## config.mk

```make
export PLATFORM = sky130hd
export DESIGN_NAME = cpu_interrupt_entry_sequencer_core
export DESIGN_NICKNAME = d
export VERILOG_FILES = /design/src/hdl/cies_pkg.sv /design/src/hdl/cies_pending.sv /design/src/hdl/cies_frame.sv /design/src/hdl/cpu_interrupt_entry_sequencer_core.sv
export SDC_FILE = /design/constraint.sdc
export NUM_CORES = 1
export LEC_CHECK = 0
export BUFFER_PORTS_ARGS = -buffer_cell sky130_fd_sc_hd__clkbuf_2
export CAP_MARGIN = 20
export CORE_UTILIZATION = 57
export CTS_CLUSTER_DIAMETER = 120
export DETAILED_ROUTE_END_ITERATION = 10
export PLACE_DENSITY = 0.85
export SETUP_SLACK_MARGIN = 0.02
export SYNTH_ARGS = -nofsm -noshare
export SYNTH_HDL_FRONTEND = slang
export SYNTH_SLANG_ARGS = --single-unit
```

## constraint.sdc

```tcl
create_clock -name aclk -period 12.15 [get_ports aclk]
set_input_delay 1.215 -clock aclk [delete_from_list [all_inputs] [get_ports aclk]]
set_output_delay 1.215 -clock aclk [all_outputs]
set_load 0.05 [all_outputs]
```

## src/hdl/cies_pkg.sv

```systemverilog
package cies_pkg;

    typedef enum logic {
        CMD_REQUEST  = 1'b0,
        CMD_BOUNDARY = 1'b1
    } command_t;

    typedef enum logic [1:0] {
        ACC_LONG_WRITE  = 2'd0,
        ACC_WORD_WRITE  = 2'd1,
        ACC_VECTOR_READ = 2'd2
    } access_kind_t;

    typedef enum logic [1:0] {
        STEP_IDLE,
        STEP_PC,
        STEP_STATUS,
        STEP_VECTOR
    } step_t;

    localparam logic [2:0]  NMI_LEVEL     = 3'd7;
    localparam logic [15:0] MASK_CLEAR    = 16'hF8FF;
    localparam logic [31:0] VECTOR_BASE   = 32'd96;
    localparam int          VECTOR_SHIFT  = 2;
    localparam logic [31:0] PC_PUSH_SIZE  = 32'd4;
    localparam logic [31:0] FRAME_SIZE    = 32'd6;

    typedef struct packed {
        command_t    command;
        logic [2:0]  level;
        logic [31:0] pc_value;
        logic [31:0] stack_pointer;
        logic [15:0] status_word;
    } in_item_t;

    typedef struct packed {
        access_kind_t access_kind;
        logic [31:0]  bus_address;
        logic [31:0]  write_data;
        logic [15:0]  new_status;
        logic [31:0]  new_stack_pointer;
        logic         last;
    } out_item_t;

    typedef struct packed {
        logic       valid;
        logic [2:0] level;
    } pend_t;

endpackage

```

## src/hdl/cies_pending.sv

```systemverilog
module cies_pending
    import cies_pkg::*;
(
    input  logic     aclk,
    input  logic     aresetn,
    input  logic     step,
    input  in_item_t item,
    output pend_t    pend
);

    pend_t      pend_reg;
    pend_t      pend_next;
    logic [2:0] mask;

    assign mask = item.status_word[10:8];

    always_comb begin
        pend_next = pend_reg;
        if (step) begin
            if (item.command == CMD_REQUEST) begin
                // Level seven is never masked.
                if (item.level > mask || item.level == NMI_LEVEL) begin
                    pend_next.valid = 1'b1;
                    pend_next.level = item.level;
                end
            end else begin
                pend_next = '0;
            end
        end
    end

    always_ff @(posedge aclk) begin
        if (!aresetn) begin
            pend_reg <= '0;
        end else begin
            pend_reg <= pend_next;
        end
    end

    assign pend = pend_reg;

endmodule

```

## src/hdl/cies_frame.sv

```systemverilog
module cies_frame
    import cies_pkg::*;
(
    input  logic      aclk,
    input  logic      aresetn,
    input  logic      load,
    input  logic [2:0] ld_level,
    input  in_item_t  ld_item,
    output logic      can_load,
    output logic      m_valid,
    input  logic      m_ready,
    output out_item_t m_data
);

    step_t       step_reg;
    step_t       step_next;
    logic [31:0] pc_reg;
    logic [31:0] sp_pc_reg;
    logic [31:0] sp_new_reg;
    logic [15:0] status_reg;
    logic [15:0] nst_reg;
    logic [31:0] vec_reg;
    logic        take;

    assign take     = m_valid && m_ready;
    assign can_load = (step_reg == STEP_IDLE) || (step_reg == STEP_VECTOR && m_ready);

    always_comb begin
        step_next = step_reg;
        m_valid   = 1'b1;
        m_data.new_status        = nst_reg;
        m_data.new_stack_pointer = sp_new_reg;
        m_data.access_kind       = ACC_LONG_WRITE;
        m_data.bus_address       = sp_pc_reg;
        m_data.write_data        = pc_reg;
        m_data.last              = 1'b0;
        unique case (step_reg)
            STEP_IDLE: begin
                m_valid = 1'b0;
                if (load) begin
                    step_next = STEP_PC;
                end
            end
            STEP_PC: begin
                if (take) begin
                    step_next = STEP_STATUS;
                end
            end
            STEP_STATUS: begin
                m_data.access_kind = ACC_WORD_WRITE;
                m_data.bus_address = sp_new_reg;
                m_data.write_data  = {16'd0, status_reg};
                if (take) begin
                    step_next = STEP_VECTOR;
                end
            end
            STEP_VECTOR: begin
                m_data.access_kind = ACC_VECTOR_READ;
                m_data.bus_address = vec_reg;
                m_data.write_data  = '0;
                m_data.last        = 1'b1;
                if (take) begin
                    step_next = load ? STEP_PC : STEP_IDLE;
                end
            end
            default: begin
                step_next = STEP_IDLE;
            end
        endcase
    end

    always_ff @(posedge aclk) begin
        if (!aresetn) begin
            step_reg <= STEP_IDLE;
        end else begin
            step_reg <= step_next;
        end
    end

    // Capture the whole exception frame at once.
    always_ff @(posedge aclk) begin
        if (load) begin
            pc_reg     <= ld_item.pc_value;
            sp_pc_reg  <= ld_item.stack_pointer - PC_PUSH_SIZE;
            sp_new_reg <= ld_item.stack_pointer - FRAME_SIZE;
            status_reg <= ld_item.status_word;
            nst_reg    <= (ld_item.status_word & MASK_CLEAR) | {5'd0, ld_level, 8'd0};
            vec_reg    <= VECTOR_BASE + (32'(ld_level) << VECTOR_SHIFT);
        end
    end

endmodule

```

## src/hdl/cpu_interrupt_entry_sequencer_core.sv

```systemverilog
// A serviced boundary's bus ops follow the input register and then the frame step register.
// Throughput: one request per cycle unless a boundary waits for the frame unit; a serviced
// boundary holds the frame unit for three bus ops, one per cycle while m_ready is high.
// Requests and unserviced boundaries produce no result and never stall the input.
// Reset (aresetn low, synchronous): clear the input stage, pending interrupt and frame unit.
module cpu_interrupt_entry_sequencer_core
    import cies_pkg::*;
(
    input  logic      aclk,
    input  logic      aresetn,
    input  logic      s_valid,
    output logic      s_ready,
    input  in_item_t  s_data,
    output logic      m_valid,
    input  logic      m_ready,
    output out_item_t m_data
);

    // Input stage: hold one request until it can be processed.
    logic     in_valid_reg;
    logic     in_valid_next;
    in_item_t in_item_reg;

    pend_t    pend;
    logic     can_load;
    logic     needs_frame;
    logic     proc;
    logic     load;

    // A boundary with something pending needs the frame unit; everything else
    // only updates the pending state.
    assign needs_frame = (in_item_reg.command == CMD_BOUNDARY) && pend.valid;
    assign proc        = in_valid_reg && (!needs_frame || can_load);
    assign load        = proc && needs_frame;

    // Accept a new request whenever the stage is empty or the held one drains this cycle.
    assign s_ready       = !in_valid_reg || proc;
    assign in_valid_next = (s_valid && s_ready) || (in_valid_reg && !proc);

    always_ff @(posedge aclk) begin
        if (!aresetn) begin
            in_valid_reg <= 1'b0;
        end else begin
            in_valid_reg <= in_valid_next;
        end
    end

    always_ff @(posedge aclk) begin
        if (s_valid && s_ready) begin
            in_item_reg <= s_data;
        end
    end

    // Track the pending level; advance it only on a processed request.
    cies_pending u_pending (
        .aclk    (aclk),
        .aresetn (aresetn),
        .step    (proc),
        .item    (in_item_reg),
        .pend    (pend)
    );

    // Emit push pc, push status, vector read.
    cies_frame u_frame (
        .aclk     (aclk),
        .aresetn  (aresetn),
        .load     (load),
        .ld_level (pend.level),
        .ld_item  (in_item_reg),
        .can_load (can_load),
        .m_valid  (m_valid),
        .m_ready  (m_ready),
        .m_data   (m_data)
    );

`ifndef NO_ASSERTIONS
    a_pc_then_status: assert property (@(posedge aclk) disable iff (!aresetn)
        m_valid && m_ready && m_data.access_kind == ACC_LONG_WRITE
        |=> m_valid && m_data.access_kind == ACC_WORD_WRITE)
        else $error("status push did not follow pc push");

    a_service_clears: assert property (@(posedge aclk) disable iff (!aresetn)
        load |=> !pend.valid || (in_valid_reg && $past(in_valid_next)))
        else $error("pending interrupt not cleared after service");

    a_status_at_new_sp: assert property (@(posedge aclk) disable iff (!aresetn)
        m_valid && m_data.access_kind == ACC_WORD_WRITE
        |-> m_data.bus_address == m_data.new_stack_pointer)
        else $error("status push address differs from new stack pointer");

    a_last_on_vector: assert property (@(posedge aclk) disable iff (!aresetn)
        m_valid |-> (m_data.last == (m_data.access_kind == ACC_VECTOR_READ)))
        else $error("last flag not on vector read");
`endif

endmodule

```

==> results of run 1 <==
logic make-up after synthesis:
logic type,count (synthesis)
adder cells (fa/ha/maj),11
multiplexers,5
AO/OA/AOI/OAI,62
AND/OR/NAND/NOR,136
flip-flops,205
XOR/XNOR,57
buffers and inverters,54
worst max path at each step:
stage                                to  depth (start not counted)                start
finish                      m_data[101]                          6  u_frame.step_reg[0]
global route                m_data[108]                          6  u_frame.step_reg[0]
CTS                         m_data[109]                          6  u_frame.step_reg[0]
detailed placement          m_data[109]                          6  u_frame.step_reg[0]
global placement            m_data[108]                          5  u_frame.step_reg[0]
floorplan           u_frame.nst_reg[10]                          4  u_frame.step_reg[0]
metal layers:
layer	global-route usage [%]	vias up	wire [um]
li1	-	2326	-
met1	26.0	2412	6090
met2	38.2	244	8780
met3	3.21	51	1100
met4	11.4	0	725
met5	0	-	0
layout make-up:
type	instances	area (um^2)	share of cell area [%]
clock buffer	24	537	5.31
clock inverter	12	159	1.57
inverter	13	48.8	0.482
multi-input combinational	271	1980	19.6
sequential	205	6090	60.2
tap	180	225	2.23
timing repair buffer	207	1080	10.6
power groups by stage:
| stage | Clock, mW | Sequential, mW | Combinational (mW) |
|---|---|---|---|
| CTS | 0.656 | 0.817 | 0.127 |
| finish | 0.644 | 0.817 | 0.127 |
| global placement | 0 | 0.829 | 0.120 |
| detailed placement | 0 | 0.832 | 0.126 |
| floorplan | 0 | 0.826 | 0.0910 |
| global route | 0.681 | 0.819 | 0.137 |
cells in the mapped netlist (2+ instances only):
cell        n
xnor2_1    34
and2_1     22
nand3b_1    3
xor2_1     23
ha_1       11
nand3_2     2
edfxtp_1  198
nand3_1     8
nand2b_1    3
a22oi_1     3
or4_4       3
or4_1       2
a22o_1     42
a211o_1     2
clkbuf_1   22
nor2_1     23
dfxtp_1     7
inv_1      13
a21boi_0    3
nor3_1      6
nor4_1      7
mux2i_1     5
nor4_2      6
a21oi_1     3
nor2b_1     2
buf_2       4
nand2_1    42
buf_4      14
o21ai_0     4
worst max-delay path, delay by kind of cell, from the launching register on:
family	cells	cell delay (ns)
adder cells (fa/ha/maj)	1	0.53
AO/OA/AOI/OAI	1	0.20
AND/OR/NAND/NOR	1	0.64
buffers and inverters	3	0.66
flip-flops	1	0.44
through the flow:
step	hold WS, ns	total power [mW]	instance area (um^2)
2_1_floorplan	0.400	0.917	8320
3_3_place_gp	0.400	0.949	9370
3_5_place_dp	0.405	0.958	9390
4_1_cts	0.418	1.60	10100
5_1_grt	0.421	1.64	10100
6_report	0.418	1.59	10100
==> results.cfg, run 1 <==
[clock_network]
cts_num_sinks = 205
cts_buffers = 20
cts-htree-levels = 1
cts_root_buf = clkbuf_16
worstSkewPairLatency_ns = 0.48
cts_hold_buffers = 0
path_clk_slew_ns = 0.06
post_cts_resized = 0
postCtsSetupRepairBufs = 0
tritoncts = built
clockBufferDepth = 3

[critical_path]
cp-start-kind = flip-flop
critical_path_required_ns = 10.93
path_cells = inv_1 > ha_2 > nor2_4 > buf_12 > a22o_1 > clkbuf_2
rrSetupSlack_ns = 8.84
slowest_delay_ns = 0.64
worstSetupPathType = flip-flop to output port
setup.worst_path.end_class = output port
rr_worst_depth = 4
timing.rr.start = u_frame.step_reg[0]
critical_path.max_fanout = 52
cpMaxStageDelayCell = nor2_4
timing.rr.end = u_frame.status_reg[9]
cp.arrival_ns = 2.99

[layout]
drive_above_1_share_pct = 35.2
mostFrequentLayoutCells = clkbuf_2, edfxtp_1, nand2_1, a22o_1, xnor2_1
largest_register_ffs = 84
diodes = 0
num-nets-final = 817
post-route-util_pct = 72.0
stdcell_count = 912
fillers = 890
final_common_cell = clkbuf_2
area_delta_synth_final_pct = 21.6

[floorplan]
rows = 43
dieArea_um2 = 15100
die_x_um = 123
io_pins = 205
die_h_um = 123
start_util_pct = 59.2
fp.coreArea_um2 = 14000

[synthesis]
yosysWarnings = 0
synth_adder_area_share_pct = 1.65
muxShareOfSynthArea_pct = 0.602
synthTopCellsByArea = edfxtp_1, a22o_1, xnor2_1, xor2_1, nand2_1
synth-async-reset-ratio_pct = 0
synth-seq-cells = 205
synth_top_family_by_area = simple AND/OR/NAND/NOR gates
syn_inst = 530
postSynthAreaPerCell_um2 = 15.7
synth-simple-area-share_pct = 9.19
ys.flop_type = edfxtp_1
yosysSeqAreaShare_pct = 73.2
ys_types = 42
synth_compound_area_share_pct = 6.15
synth_xor_area_share_pct = 6.00
synth_top_cell_by_area = edfxtp_1
synth_edf_count = 198
synth_top_area_share_pct = 71.5
syn-cell-area_um2 = 8320
syn_nets = 629

[place]
place_congestion = 0.822
dpl.hpwl_um = 11700
numPortBuffers = 204
placedCellCount = 875
dp_slack_ns = 8.44

[grt]
antenna_found_initial = 0
grt_remaining_overflow = 0
grt_use_total_pct = 21.8
grt_max_degree = 85
grt_pass1_wl_um = 24600
first_global_vias = 4968

[hold_path]
worstHoldStart = in_item_reg[50]
whs_endpoint = u_frame.pc_reg[2]
hold_path_depth = 0
min_path_type = flip-flop to flip-flop

[route]
via_per_inst = 5.52
wl_per_cell_um = 18.3
ant_nets = 0
first_pass_iters = 4
wl_um = 16700
drc = 0
vias = 5033
drt_iter0_drc = 332

[pwr]
p_seq_share_pct = 51.4
comb_power_share_pct = 8.0
power_frac_clock_pct = 40.6
leakagePower_nw = 3.97
p_switching_mw = 0.348
cellPowerDensity_nw_per_um2 = 157
p_sw_share_pct = 21.9
vdd_drop_max_mv = 0.115
internal-power_mw = 1.24

[timing]
fin_crit_sh_pct = 34.6
tightestPinTransition_ns = 1.10
grt_setup_unrepaired = no
maxSlewViolCount = 0
setup_ws_ns = 7.95
clock-skew-final_ns = 0.00640
final-hold-violation-count = 0
slew-limit-headroom_pct = 26.5
setup_violations = 0
fin_crit_ns = 4.20
fmax_ghz = 0.238
tns_ns = 0

[status]
status = finished clean

[flow_run]
cap_violations = 0
Note: power is estimated with default switching activity, not from simulation.
==> run 2: changes to the inputs <==
--- a/config.mk
+++ b/config.mk
@@ -7,10 +7,10 @@
 export LEC_CHECK = 0
 export BUFFER_PORTS_ARGS = -buffer_cell sky130_fd_sc_hd__clkbuf_2
 export CAP_MARGIN = 20
-export CORE_UTILIZATION = 57
+export CORE_UTILIZATION = 48
 export CTS_CLUSTER_DIAMETER = 120
 export DETAILED_ROUTE_END_ITERATION = 10
-export PLACE_DENSITY = 0.85
+export PLACE_DENSITY = 0.76
 export SETUP_SLACK_MARGIN = 0.02
 export SYNTH_ARGS = -nofsm -noshare
 export SYNTH_HDL_FRONTEND = slang
==> constraint.sdc (replaced) <==
create_clock -name aclk -period 3.61 [get_ports aclk]
set_input_delay 0.361 -clock aclk [delete_from_list [all_inputs] [get_ports aclk]]
set_output_delay 0.361 -clock aclk [all_outputs]
set_load 0.05 [all_outputs]
==> run 2 against run 1 <==
- routed wire length increased by 3.2%
- largest cell class unchanged
- first-iteration DRC count increased by 0.60%
- non-clock buffer count is 3 higher
- hold slack worse by 0.37 ns
- cell count increased by 5.2%
- core utilization is 11 points lower
- highest routed layer unchanged
==> results.cfg, run 2 (same netlist as run 1, synthesis figures left out) <==
[pwr]
power_frac_clock_pct = 40.4
leakagePower_nw = 3.99
cellPowerDensity_nw_per_um2 = 524
p_seq_share_pct = 51.5
comb_power_share_pct = 8.1
p_sw_share_pct = 22.5
vdd_drop_max_mv = 0.401
internal-power_mw = 4.13
p_switching_mw = 1.20

[layout]
regArea_um2 = 6090
diodes = 0
num-nets-final = 822
design_area_um2 = 10200
final_common_cell = clkbuf_2
multiInputGateArea_um2 = 1980
area_delta_synth_final_pct = 22.4
stdcell_count = 959
drive_above_1_share_pct = 35.7
largest_register_ffs = 84
mostFrequentLayoutCells = clkbuf_2, edfxtp_1, nand2_1, a22o_1, xnor2_1
fillers = 1290

[timing]
final-hold-violation-count = 0
tightestPinTransition_ns = 0.960
grt_setup_unrepaired = no
slew-limit-headroom_pct = 36.0
setup_ws_ns = 0.728
maxSlewViolCount = 0
setup_violations = 0
fmax_ghz = 0.347
tns_ns = 0
clock-skew-final_ns = 0.0113
fin_crit_sh_pct = 79.8
fin_crit_ns = 2.88
hold_ws_ns = 0.0508

[route]
first_pass_iters = 4
wl_met1_um = 7370
via_per_inst = 5.17
ant_nets = 0
wl_um = 17200
wl_met2_um = 8480
wl_met3_um = 1120
drt_iter0_drc = 334
top_layer = met4
wl_per_cell_um = 18.0
drc = 0
vias = 4957

[grt]
grt_pass1_wl_um = 26500
grt_use_total_pct = 19.3
grt_remaining_overflow = 0
grt_max_degree = 75
antenna_found_initial = 0
first_global_vias = 5003

[floorplan]
rows = 47
start_util_pct = 49.6
die_h_um = 134
die_x_um = 134
io_pins = 205
fp.coreArea_um2 = 16800
dieArea_um2 = 17900

[place]
numPortBuffers = 204
dp_slack_ns = 1.11
dpl-instance-area_um2 = 9470
place_congestion = 0.842
dpl.hpwl_um = 11900
placedCellCount = 919

[clock_network]
tritoncts = built
cts-htree-levels = 1
post_cts_resized = 0
worstSkewPairLatency_ns = 0.48
cts_hold_buffers = 0
path_clk_slew_ns = 0.06
clockBufferDepth = 3
cts_num_sinks = 205
cts_buffers = 22
cts_root_buf = clkbuf_16
postCtsSetupRepairBufs = 0

[critical_path]
path_depth = 5
critical_path.max_fanout = 61
cp.arrival_ns = 2.52
path_buf_inv = 2
cp-start-kind = flip-flop
slowest_delay_ns = 0.55
path_delay_family = buffers and inverters
path_cells = ha_1 > nor2_4 > buf_4 > a22o_1 > clkbuf_2
rr_worst_depth = 5
critical_path_required_ns = 3.25
worstSetupPathType = flip-flop to output port
setup.worst_path.end_class = output port
cpMaxStageDelayCell = buf_4

[status]
status = finished clean

[flow_run]
cap_violations = 0

[hold_path]
hold_path_depth = 1
min_path_type = input pin to flip-flop
## run 2: worst paths after layout
| path | start | end | slack [ns] |
|---|---|---|---|
| setup / recovery | u_frame.step_reg[0] | m_data[98] | 0.73 |
| hold / removal | s_data[37] | in_item_reg[37] | 0.05 |
| setup reg to reg | u_frame.step_reg[0] | in_item_reg[0] | 1.05 |
| hold reg to reg | in_item_reg[63] | u_frame.pc_reg[15] | 0.41 |
## run 2: metrics by stage
stage | util, % | total power [mW]
2_1_floorplan | - | 3.09
3_3_place_gp | 56.5 | 3.21
3_5_place_dp | 56.5 | 3.23
4_1_cts | 60.7 | 5.39
5_1_grt | 60.7 | 5.53
6_report | 60.7 | 5.34
## run 2: metal layers
metal / global-route usage [%] / vias to the layer above
li1: - / 2335
met1: 26.4 / 2387
met2: 31.8 / 213
met3: 3.20 / 22
met4: 5.74 / 0
met5: 0 / -
## run 2: area by class of cell
cell class | count | area share, %
Clock inverter | 12 | 1.08
Timing Repair Buffer | 210 | 10.6
Clock buffer | 28 | 5.84
Multi-Input combinational cell | 271 | 19.5
Tap cell | 220 | 2.71
Sequential cell | 205 | 59.8
Inverter | 13 | 0.480
## run 2: power groups by stage
stage | sequential [mW] | combinational, mW | clock [mW]
2_1_floorplan | 2.78 | 0.309 | 0
3_3_place_gp | 2.79 | 0.420 | 0
3_5_place_dp | 2.80 | 0.431 | 0
4_1_cts | 2.75 | 0.436 | 2.21
5_1_grt | 2.75 | 0.464 | 2.31
6_report | 2.75 | 0.432 | 2.16
